==> config.mk <==
export PLATFORM = sky130hd
export DESIGN_NAME = manchester_frame_pulse_encoder
export DESIGN_NICKNAME = d
export VERILOG_FILES = /design/src/hdl/mfpe_pkg.sv /design/src/hdl/manchester_frame_pulse_encoder.sv
export SDC_FILE = /design/constraint.sdc
export NUM_CORES = 1
export LEC_CHECK = 0
export BUFFER_PORTS_ARGS = -buffer_cell sky130_fd_sc_hd__buf_2
export CAP_MARGIN = 15
export CORE_MARGIN = 2
export CORE_UTILIZATION = 30
export DETAILED_ROUTE_END_ITERATION = 12
export SLEW_MARGIN = 15
export SYNTH_ARGS = -nofsm -noshare
export SYNTH_HDL_FRONTEND = slang
export SYNTH_SLANG_ARGS = --single-unit
==> constraint.sdc <==
create_clock -name aclk -period 3.3 [get_ports aclk]
set_input_delay 0.33 -clock aclk [delete_from_list [all_inputs] [get_ports aclk]]
set_output_delay 0.33 -clock aclk [all_outputs]
set_load 0.02 [all_outputs]
==> src/hdl/mfpe_pkg.sv <==
// ----------------------------------------------------------------------------
// mfpe_pkg
// shared types and constants for the manchester frame pulse encoder
// ----------------------------------------------------------------------------
`default_nettype none

package mfpe_pkg;

    // field widths
    localparam int unsigned HALF_W  = 13;
    localparam int unsigned SYNC_W  = 16;
    localparam int unsigned TICK_W  = 16;
    localparam int unsigned BYTE_W  = 8;
    localparam int unsigned CMD_W   = 2;
    localparam int unsigned CNT_W   = 4;

    // register reset values
    localparam logic [HALF_W-1:0] HALF_BIT_TICKS_RST = 13'd417;
    localparam logic [SYNC_W-1:0] SYNC_WORD_RST      = 16'hFFA5;

    // saturation limit for preamble and trailer
    localparam logic [TICK_W-1:0] TICK_MAX = 16'hFFFF;

    // configuration register indexes
    localparam logic REG_HALF_BIT_TICKS = 1'b0;
    localparam logic REG_SYNC_WORD      = 1'b1;

    // command codes
    localparam logic [CMD_W-1:0] CMD_START = 2'd0;
    localparam logic [CMD_W-1:0] CMD_DATA  = 2'd1;
    localparam logic [CMD_W-1:0] CMD_END   = 2'd2;
    localparam logic [CMD_W-1:0] CMD_NONE  = 2'd3;

    // sequencer states
    typedef enum logic [3:0] {
        ST_IDLE  = 4'b0001,
        ST_PRE   = 4'b0010,
        ST_BITS  = 4'b0100,
        ST_TRAIL = 4'b1000
    } seq_state_t;

endpackage : mfpe_pkg

`default_nettype wire

==> src/hdl/manchester_frame_pulse_encoder.sv <==
// ----------------------------------------------------------------------------
// manchester_frame_pulse_encoder
// turns start / data / end requests into manchester edge-to-edge intervals
// ----------------------------------------------------------------------------
// a taken request moves the sequencer from ST_IDLE to ST_PRE or ST_BITS, which loads
// the first interval into the output register; throughput: one interval per cycle from
//   one shared interval unit while m_tready allows; the next request is taken in ST_IDLE
// an unused command is taken and produces nothing
// output stalls (m_tready low) hold the sequencer, nothing is lost
// reset: sync, active low; line level 1, checksum 0, registers to defaults
`default_nettype none

module manchester_frame_pulse_encoder
    import mfpe_pkg::*;
(
    input  wire logic                aclk,
    input  wire logic                aresetn,

    // configuration write port
    input  wire logic                cfg_wr_en,
    input  wire logic                cfg_addr,
    input  wire logic [SYNC_W-1:0]   cfg_wdata,

    // request stream
    input  wire logic                s_tvalid,
    output      logic                s_tready,
    input  wire logic [BYTE_W-1:0]   s_tdata,   // [7:0] data_byte
    input  wire logic [CMD_W-1:0]    s_tuser,   // [1:0] cmd

    // interval stream
    output      logic                m_tvalid,
    input  wire logic                m_tready,
    output      logic [TICK_W-1:0]   m_tdata,   // [15:0] interval_ticks
    output      logic                m_tlast,   // last interval of this request
    output      logic                m_tuser    // [0] frame_end
);

    // configuration registers
    logic [HALF_W-1:0] half_ticks_reg;
    logic [SYNC_W-1:0] sync_word_reg;

    // sequencer state
    seq_state_t        state_reg, state_next;
    logic [SYNC_W-1:0] shift_reg, shift_next;     // bits to send, msb first
    logic [CNT_W-1:0]  cnt_reg, cnt_next;         // bits left minus one
    logic              half_pend_reg, half_pend_next;  // second half interval owed
    logic              trail_pend_reg, trail_pend_next; // trailer after the bits
    logic              level_reg, level_next;     // current line level
    logic [BYTE_W-1:0] csum_reg, csum_next;       // running checksum

    // output register
    logic              m_valid_reg, m_valid_next;
    logic [TICK_W-1:0] m_ticks_reg, m_ticks_next;
    logic              m_last_reg, m_last_next;
    logic              m_fend_reg, m_fend_next;

    logic              in_req;
    logic              out_free;
    logic [TICK_W:0]   long_sum;
    logic [TICK_W-1:0] long_ticks;
    logic [TICK_W-1:0] half_ticks;
    logic [TICK_W-1:0] full_ticks;
    logic              cur_bit;
    logic              bit_done;

    assign s_tready = (state_reg == ST_IDLE);
    assign in_req   = s_tvalid && s_tready;
    assign out_free = !m_valid_reg || m_tready;

    // interval unit: ten halves = 8h + 2h, saturated to 16 bits
    assign long_sum   = {1'b0, half_ticks_reg, 3'b000} + {3'b000, half_ticks_reg, 1'b0};
    assign long_ticks = long_sum[TICK_W] ? TICK_MAX : long_sum[TICK_W-1:0];
    assign half_ticks = {3'b000, half_ticks_reg};
    assign full_ticks = {2'b00, half_ticks_reg, 1'b0};

    assign cur_bit = shift_reg[SYNC_W-1];

    // configuration writes
    always_ff @(posedge aclk) begin
        if (!aresetn) begin
            half_ticks_reg <= HALF_BIT_TICKS_RST;
            sync_word_reg  <= SYNC_WORD_RST;
        end else if (cfg_wr_en) begin
            unique case (cfg_addr)
                REG_HALF_BIT_TICKS: half_ticks_reg <= cfg_wdata[HALF_W-1:0];
                REG_SYNC_WORD:      sync_word_reg  <= cfg_wdata;
                default:            ;
            endcase
        end
    end

    always_comb begin
        state_next      = state_reg;
        shift_next      = shift_reg;
        cnt_next        = cnt_reg;
        half_pend_next  = half_pend_reg;
        trail_pend_next = trail_pend_reg;
        level_next      = level_reg;
        csum_next       = csum_reg;
        m_valid_next    = m_valid_reg && !m_tready;
        m_ticks_next    = m_ticks_reg;
        m_last_next     = m_last_reg;
        m_fend_next     = m_fend_reg;
        bit_done        = 1'b0;

        unique case (state_reg)
            ST_IDLE: begin
                if (in_req) begin
                    half_pend_next = 1'b0;
                    unique case (s_tuser)
                        CMD_START: begin
                            csum_next       = '0;
                            level_next      = 1'b1;
                            shift_next      = sync_word_reg;
                            cnt_next        = CNT_W'(SYNC_W - 1);
                            trail_pend_next = 1'b0;
                            state_next      = ST_PRE;
                        end
                        CMD_DATA: begin
                            csum_next       = csum_reg ^ s_tdata;
                            shift_next      = {s_tdata, {(SYNC_W-BYTE_W){1'b0}}};
                            cnt_next        = CNT_W'(BYTE_W - 1);
                            trail_pend_next = 1'b0;
                            state_next      = ST_BITS;
                        end
                        CMD_END: begin
                            shift_next      = {csum_reg, {(SYNC_W-BYTE_W){1'b0}}};
                            cnt_next        = CNT_W'(BYTE_W - 1);
                            trail_pend_next = 1'b1;
                            state_next      = ST_BITS;
                        end
                        CMD_NONE: ;   // unused command, nothing sent
                        default:  ;
                    endcase
                end
            end
            ST_PRE: begin
                // preamble interval
                if (out_free) begin
                    m_valid_next = 1'b1;
                    m_ticks_next = long_ticks;
                    m_last_next  = 1'b0;
                    m_fend_next  = 1'b0;
                    state_next   = ST_BITS;
                end
            end
            ST_BITS: begin
                if (out_free) begin
                    m_valid_next = 1'b1;
                    m_fend_next  = 1'b0;
                    if (half_pend_reg) begin
                        // second half of a bit equal to the level
                        m_ticks_next   = half_ticks;
                        half_pend_next = 1'b0;
                        bit_done       = 1'b1;
                    end else if (cur_bit != level_reg) begin
                        // level change: one full bit interval
                        m_ticks_next = full_ticks;
                        level_next   = !level_reg;
                        bit_done     = 1'b1;
                    end else begin
                        m_ticks_next   = half_ticks;
                        half_pend_next = 1'b1;
                    end
                    m_last_next = bit_done && (cnt_reg == '0) && !trail_pend_reg;
                    if (bit_done) begin
                        if (cnt_reg == '0) begin
                            state_next = trail_pend_reg ? ST_TRAIL : ST_IDLE;
                        end else begin
                            cnt_next   = cnt_reg - 1'b1;
                            shift_next = {shift_reg[SYNC_W-2:0], 1'b0};
                        end
                    end
                end
            end
            ST_TRAIL: begin
                // trailer interval closes the frame
                if (out_free) begin
                    m_valid_next    = 1'b1;
                    m_ticks_next    = long_ticks;
                    m_last_next     = 1'b1;
                    m_fend_next     = 1'b1;
                    trail_pend_next = 1'b0;
                    state_next      = ST_IDLE;
                end
            end
            default: state_next = ST_IDLE;
        endcase
    end

    // control state
    always_ff @(posedge aclk) begin
        if (!aresetn) begin
            state_reg      <= ST_IDLE;
            cnt_reg        <= '0;
            half_pend_reg  <= 1'b0;
            trail_pend_reg <= 1'b0;
            level_reg      <= 1'b1;
            csum_reg       <= '0;
            m_valid_reg    <= 1'b0;
        end else begin
            state_reg      <= state_next;
            cnt_reg        <= cnt_next;
            half_pend_reg  <= half_pend_next;
            trail_pend_reg <= trail_pend_next;
            level_reg      <= level_next;
            csum_reg       <= csum_next;
            m_valid_reg    <= m_valid_next;
        end
    end

    // payload
    always_ff @(posedge aclk) begin
        shift_reg   <= shift_next;
        m_ticks_reg <= m_ticks_next;
        m_last_reg  <= m_last_next;
        m_fend_reg  <= m_fend_next;
    end

    assign m_tvalid = m_valid_reg;
    assign m_tdata  = m_ticks_reg;
    assign m_tlast  = m_last_reg;
    assign m_tuser  = m_fend_reg;

    // checks
    a_fend_is_last: assert property (@(posedge aclk) disable iff (!aresetn)
        (m_valid_reg && m_fend_reg) |-> m_last_reg)
        else $error("frame end interval not marked last");

    a_idle_no_half: assert property (@(posedge aclk) disable iff (!aresetn)
        (state_reg == ST_IDLE) |-> !half_pend_reg)
        else $error("half interval still owed while idle");

    a_start_level: assert property (@(posedge aclk) disable iff (!aresetn)
        (in_req && (s_tuser == CMD_START)) |=> (level_reg && (csum_reg == '0)))
        else $error("start request did not reset level and checksum");

    a_trail_not_pre: assert property (@(posedge aclk) disable iff (!aresetn)
        trail_pend_reg |-> (state_reg != ST_PRE))
        else $error("trailer pending during preamble");

endmodule : manchester_frame_pulse_encoder

`default_nettype wire

==> results of run 1 <==
metrics by stage:
stage | util | setup slack, ns | cell area (um^2)
after floorplan | - | 0.797 | 4510
after detailed placement | 0.335 | 0.792 | 4890
after CTS | 0.353 | 0.789 | 5150
after global routing | 0.353 | 0.593 | 5150
final | 0.353 | 0.788 | 5150
after global placement | 0.335 | 0.881 | 4890
power by group:
part	internal [uW]	switching, uW	leakage (uW)	total (uW)
Combinational	383	597	0.00119	980
Sequential	1350	119	0.000720	1470
Clock	506	392	0.000125	898
routing by layer:
metal,wire [um],part of all wire,global-route usage
met1,4840,0.47,0.176
met3,494,0.048,0.0401
met5,0,0,0
met2,4910,0.47,0.219
met4,157,0.015,0.0356
placed cells by master (no fill, tap or decap), types with 3 or more instances in the layout:
master and instances:
clkbuf_16 9, nand4_1 3, nand2b_1 4, nor2_1 15, a22oi_1 12, nand3_1 25
nor3_1 5, o22ai_1 3, and3_1 4, a21boi_0 13, mux2i_1 9, nand2_1 111
and2_1 11, xnor2_1 6, inv_1 15, buf_4 7, a21oi_1 20, nand3b_1 8
dfxtp_1 49, o211a_1 3, buf_2 51, edfxtp_1 34, o21ai_0 60, a31oi_1 6
ha_1 16, nor2b_1 14, o21a_1 8, xor2_1 4
layout make-up:
| cell class | instances | area share |
|---|---|---|
| multi-input combinational | 388 | 0.445 |
| sequential | 83 | 0.389 |
| timing repair buffer | 58 | 0.0598 |
| clock buffer | 11 | 0.0452 |
| tap | 184 | 0.0447 |
| inverter | 15 | 0.0109 |
| clock inverter | 5 | 0.00559 |
cells by family (layout without fill, tap and decap cells):
group | Yosys count | in the layout | synth area share
buf+inv | 51 | 89 | 0.0497
simple gates | 209 | 209 | 0.220
flops | 83 | 83 | 0.444
xor+xnor | 10 | 10 | 0.0194
fa+ha+maj | 17 | 17 | 0.0488
compound gates | 143 | 143 | 0.198
mux | 9 | 9 | 0.0200
cell usage after synthesis, types with 13 or more instances:
cell      instances  share of area
ha_1             16          0.044
nand2_1         111          0.092
nor2_1           15          0.012
a21boi_0         13          0.022
clkbuf_1         26          0.022
edfxtp_1         34           0.23
nand3_1          25          0.028
o21ai_0          60          0.067
dfxtp_1          49           0.22
a21oi_1          20          0.022
nor2b_1          14          0.019
inv_1            15          0.012
worst max-delay path by stage:
stage,start,to,slack (ns),cells after the start
detailed placement,state_reg[0]$_SDFFE_PN1P_,shift_reg[0]$_SDFFCE_PP0P_,0.79,5
global placement,state_reg[0]$_SDFFE_PN1P_,shift_reg[0]$_SDFFCE_PP0P_,0.88,5
CTS,state_reg[0]$_SDFFE_PN1P_,shift_reg[0]$_SDFFCE_PP0P_,0.79,5
global route,state_reg[0]$_SDFFE_PN1P_,shift_reg[2]$_DFFE_PP_,0.59,5
finish,state_reg[0]$_SDFFE_PN1P_,shift_reg[10]$_DFFE_PP_,0.79,5
floorplan,state_reg[3]$_SDFFE_PN0P_,m_tdata[0]$_DFFE_PP_,0.80,5
worst max-delay path: stages (launching register included):
cell and delay (ns):
dfxtp_1 0.42, or4b_1 0.53, buf_4 0.21, a21oi_1 0.24, and3_1 0.52, buf_4 0.29
==> impl_metrics.csv, run 1 <==
group,metric,value,unit
finish,regArea,0.00200,mm^2
synth,syn_nets,571,
sta,worst_pin_slew,0.828,ns
synth,synth_edf_count,34,
finish,drive_gt1_frac,0.132,
clocking,insertion_delay,0.34,ns
placement,dp_cells,728,
floorplanning,dieWidth,127,um
drt,vias_per_cell,5.01,
synth,ys_seq_area_frac,0.444,
sta,layout_min_cycle_time,2.51,ns
power_and_ir_drop,p_leak,0.00203,uW
placement,hpwl,7730,um
synth,synth_area,0.00451,mm^2
outcome,status,"completed",
sta,hold_viol_final,0,
floorplanning,ioPinCount,52,
placement,gp_congestion,0.847,
global_route,track_usage,0.135,
power_and_ir_drop,power_density,649,mW/mm^2
drt,drc,0,
finish,layoutNonFillerInstCount,744,
worst_setup_path,reg2reg_from,"state_reg[0]$_SDFFE_PN1P_",
worst_hold_path,min_from,"cfg_wdata[15]",
worst_setup_path,worstPathArrival,2.55,ns
synth,ys_ff_latch,83,
power_and_ir_drop,ir_drop,0.000227,V
finish,multi_input_area,0.00229,mm^2
finish,fillers,1495,
clocking,cts_setup_buffers,0,
floorplanning,die_h,127,um
floorplanning,coreArea,0.0146,mm^2
sta,period_share,0.761,
worst_setup_path,start_kind,"flop",
global_route,grt_pass1_wl,17600,um
clocking,cts_resized,0,
worst_hold_path,hold_depth,3,
sta,slew_headroom,0.448,
run,maxCapViolCount,0,
synth,netlist_instances,522,
clocking,root_buffer,"clkbuf_16",
global_route,grt_max_degree,53,
global_route,grt_pass1_vias,3534,
worst_setup_path,r2r-end,"shift_reg[10]$_DFFE_PP_",
clocking,cts_hold_buffers,0,
drt,drt_iter0_drc,270,
sta,slew_violations,0,
worst_setup_path,required,3.34,ns
sta,finClkSkew,0.00999,ns
sta,hold_ws,0.201,ns
sta,tns,0,ns
finish,area_growth,14.2,%
floorplanning,start_util,0.309,
placement,portBuffers,51,
sta,setup_viol,0,
floorplanning,num_rows,44,
clocking,cts_buffers,9,
sta,max_freq,0.398,GHz
sta,rsz0062_at_grt,"no",
drt,wl_per_cell,14.0,um
finish,antennaDiodeCount,0,
synth,synthArstFlopShare,0,
worst_setup_path,crit_fanout,17,
drt,first_pass_iters,5,
synth,ys.flop_type,"dfxtp_1",
worst_setup_path,cp-end-kind,"flop",
clocking,cts_sinks,83,
floorplanning,die_area,0.0160,mm^2
drt,routed_wl,10400,um
clocking,cts_tree,"yes",
worst_setup_path,reg2reg_slack,0.79,ns
synth,postSynthAreaPerCell,8.64,um^2
power_and_ir_drop,p_total,3340,uW
clocking,clockBufferDepth,2,
finish,nets,604,
clocking,h-tree-depth,3,
synth,ys_types,54,
drt,ant_nets,0,
worst_hold_path,hold_path_class,"in -> reg",
synth,yosysWarnings,0,
worst_setup_path,path_class,"reg -> reg",
worst_hold_path,hold_path_end,"sync_word_reg[15]$_SDFFE_PN1P_",
drt,num_vias,3731,
global_route,antenna_found_initial,0,
global_route,overflow,0,
worst_setup_path,ff2ff_path_depth,5,
clocking,clk_pin_slew_worst_paths,0.06,ns
Power figures use the tool's default switching activity.
==> run 2, diff against run 1 <==
Clock period 3.3 ns to 2.6 ns, I/O delays scaled along.
==> run 2 against run 1 <==
  * Die area stayed put
  * Setup slack worse by 0.51 ns
  * Maximum frequency is 8.3% higher
  * Power is 36% higher
  * Via count is 2.7% higher
  * Wire length is 0.11% higher
  * Clock skew is 0.0016 ns higher
  * Combinational power is 26% higher
  * Clock power is 61% higher
==> impl_metrics.csv, run 2 (same netlist as run 1, synthesis figures left out) <==
group,metric,value,unit
sta,slew_headroom,0.441,
clocking,cts_sinks,83,
worst_setup_path,path_cells,"ha_1 -> a21oi_1 -> inv_1 -> a31oi_1 -> o22ai_1 -> buf_4 -> nor2_1 -> a22oi_1",
finish,regArea,0.00200,mm^2
sta,max_freq,0.431,GHz
worst_hold_path,hold_depth,3,
drt,wl_per_cell,14.0,um
power_and_ir_drop,pwr-share-seq,0.410,
clocking,cts_hold_buffers,0,
worst_setup_path,start_kind,"flop",
finish,area_growth,16.1,%
power_and_ir_drop,switching_share,0.311,
power_and_ir_drop,p_int,3130,uW
floorplanning,ioPinCount,52,
finish,drive_gt1_frac,0.139,
drt,first_pass_iters,5,
sta,rsz0062_at_grt,"no",
clocking,cts_setup_buffers,0,
sta,tns,0,ns
clocking,cts_buffers,9,
power_and_ir_drop,p_leak,0.00208,uW
sta,hold_viol_final,0,
worst_setup_path,r2r-end,"m_tdata[12]$_DFFE_PP_",
sta,slew_violations,0,
worst_setup_path,ff2ff_path_depth,8,
clocking,root_buffer,"clkbuf_16",
worst_setup_path,required,2.67,ns
drt,drc,0,
clocking,cts_resized,0,
worst_setup_path,cp_top_family,"compound AO/OA/AOI/OAI gates",
power_and_ir_drop,ir_drop,0.000377,V
clocking,clockBufferDepth,2,
sta,setup_ws,0.280,ns
clocking,insertion_delay,0.34,ns
floorplanning,die_h,127,um
worst_setup_path,reg2reg_slack,0.28,ns
finish,antennaDiodeCount,0,
finish,nets,605,
floorplanning,dieWidth,127,um
worst_setup_path,crit_cells,8,
placement,gp_congestion,0.901,
finish,final_area,0.00524,mm^2
outcome,status,"completed",
clocking,h-tree-depth,3,
drt,ant_nets,0,
worst_hold_path,hold_path_end,"sync_word_reg[15]$_SDFFE_PN1P_",
worst_setup_path,worstPathArrival,2.39,ns
sta,finClkSkew,0.0116,ns
drt,vias_per_cell,5.14,
sta,hold_ws,0.122,ns
power_and_ir_drop,share_comb_of_total_power,0.270,
global_route,grt_pass1_wl,17200,um
worst_setup_path,max_stage_delay,0.47,ns
worst_setup_path,worstPathBufferInverterCount,2,
floorplanning,die_area,0.0160,mm^2
worst_setup_path,crit_fanout,9,
global_route,overflow,0,
worst_setup_path,reg2reg_from,"half_ticks_reg[12]$_SDFFE_PN0P_",
worst_setup_path,path_class,"reg -> reg",
power_and_ir_drop,power_switching,1410,uW
drt,routed_wl,10400,um
clocking,clk_pin_slew_worst_paths,0.06,ns
finish,layout_commonest_cell,"nand2_1",
power_and_ir_drop,clkPwrFrac,0.319,
clocking,cts_tree,"yes",
global_route,track_usage,0.132,
placement,hpwl,7520,um
power_and_ir_drop,power_density,867,mW/mm^2
placement,post_dp_cell_area,0.00490,mm^2
global_route,grt_pass1_vias,3494,
global_route,antenna_found_initial,0,
drt,drt_iter0_drc,332,
floorplanning,start_util,0.309,
sta,worst_pin_slew,0.839,ns
global_route,grt_max_degree,53,
worst_hold_path,hold_path_class,"in -> reg",
worst_setup_path,slowest_stage,"dfxtp_1",
sta,layout_min_cycle_time,2.32,ns
run,maxCapViolCount,0,
floorplanning,num_rows,44,
placement,portBuffers,51,
sta,period_share,0.892,
placement,pre_cts_slack,0.275,ns
finish,final_cell_mix,"nand2_1, o21ai_0, buf_2, dfxtp_1, edfxtp_1",
worst_hold_path,min_from,"cfg_wdata[15]",
drt,num_vias,3833,
worst_setup_path,cp-end-kind,"flop",
finish,multi_input_area,0.00229,mm^2
finish,fillers,1471,
floorplanning,coreArea,0.0146,mm^2
sta,setup_viol,0,
==> run 2: how the worst max path moves through the flow <==
stage / startpoint / endpoint / slack, ns
global route: half_ticks_reg[12]$_SDFFE_PN0P_ / m_tdata[10]$_DFFE_PP_ / 0.12
detailed placement: state_reg[0]$_SDFFE_PN1P_ / cnt_reg[0]$_SDFFE_PN0P_ / 0.27
CTS: state_reg[0]$_SDFFE_PN1P_ / cnt_reg[0]$_SDFFE_PN0P_ / 0.27
floorplan: state_reg[3]$_SDFFE_PN0P_ / m_tdata[0]$_DFFE_PP_ / 0.1
global placement: state_reg[0]$_SDFFE_PN1P_ / cnt_reg[2]$_SDFFE_PN0P_ / 0.36
finish: half_ticks_reg[12]$_SDFFE_PN0P_ / m_tdata[12]$_DFFE_PP_ / 0.28
==> run 2: area by class of cell <==
type	instances	area share
well taps	184	0.0440
clock buffers	9	0.0430
repair buffers	59	0.0602
multi-input cells	388	0.438
clock inverters	7	0.0222
inverters	15	0.0108
flip-flops and latches	83	0.382
==> run 2: tightest hold or removal path, cell delays in order <==
cell	delay, ns
buf_2	0.07
nand2_1	0.04
nand3_1	0.06
==> run 2: layer usage <==
metal | GRT usage | up-vias | wire length, um
li1 | - | 1905 | -
met1 | 0.175 | 1794 | 4830
met2 | 0.209 | 122 | 4780
met3 | 0.0388 | 12 | 656
met4 | 0.0388 | 0 | 142
met5 | 0 | - | 0
==> run 2: power by group through the flow <==
stage | sequential (uW) | combinational [uW] | clock [uW]
after floorplan | 1870 | 942 | 0
after global placement | 1880 | 1200 | 0
after detailed placement | 1890 | 1230 | 0
after CTS | 1860 | 1230 | 1490
after global routing | 1900 | 1370 | 1530
final | 1860 | 1230 | 1450
==> run 2: stage by stage <==
step	instances	total power, uW	utilization
6_report	745	4540	0.359
5_1_grt	745	4800	0.359
4_1_cts	745	4580	0.359
3_5_place_dp	729	3120	0.336
3_3_place_gp	729	3080	0.336
2_1_floorplan	522	2810	-
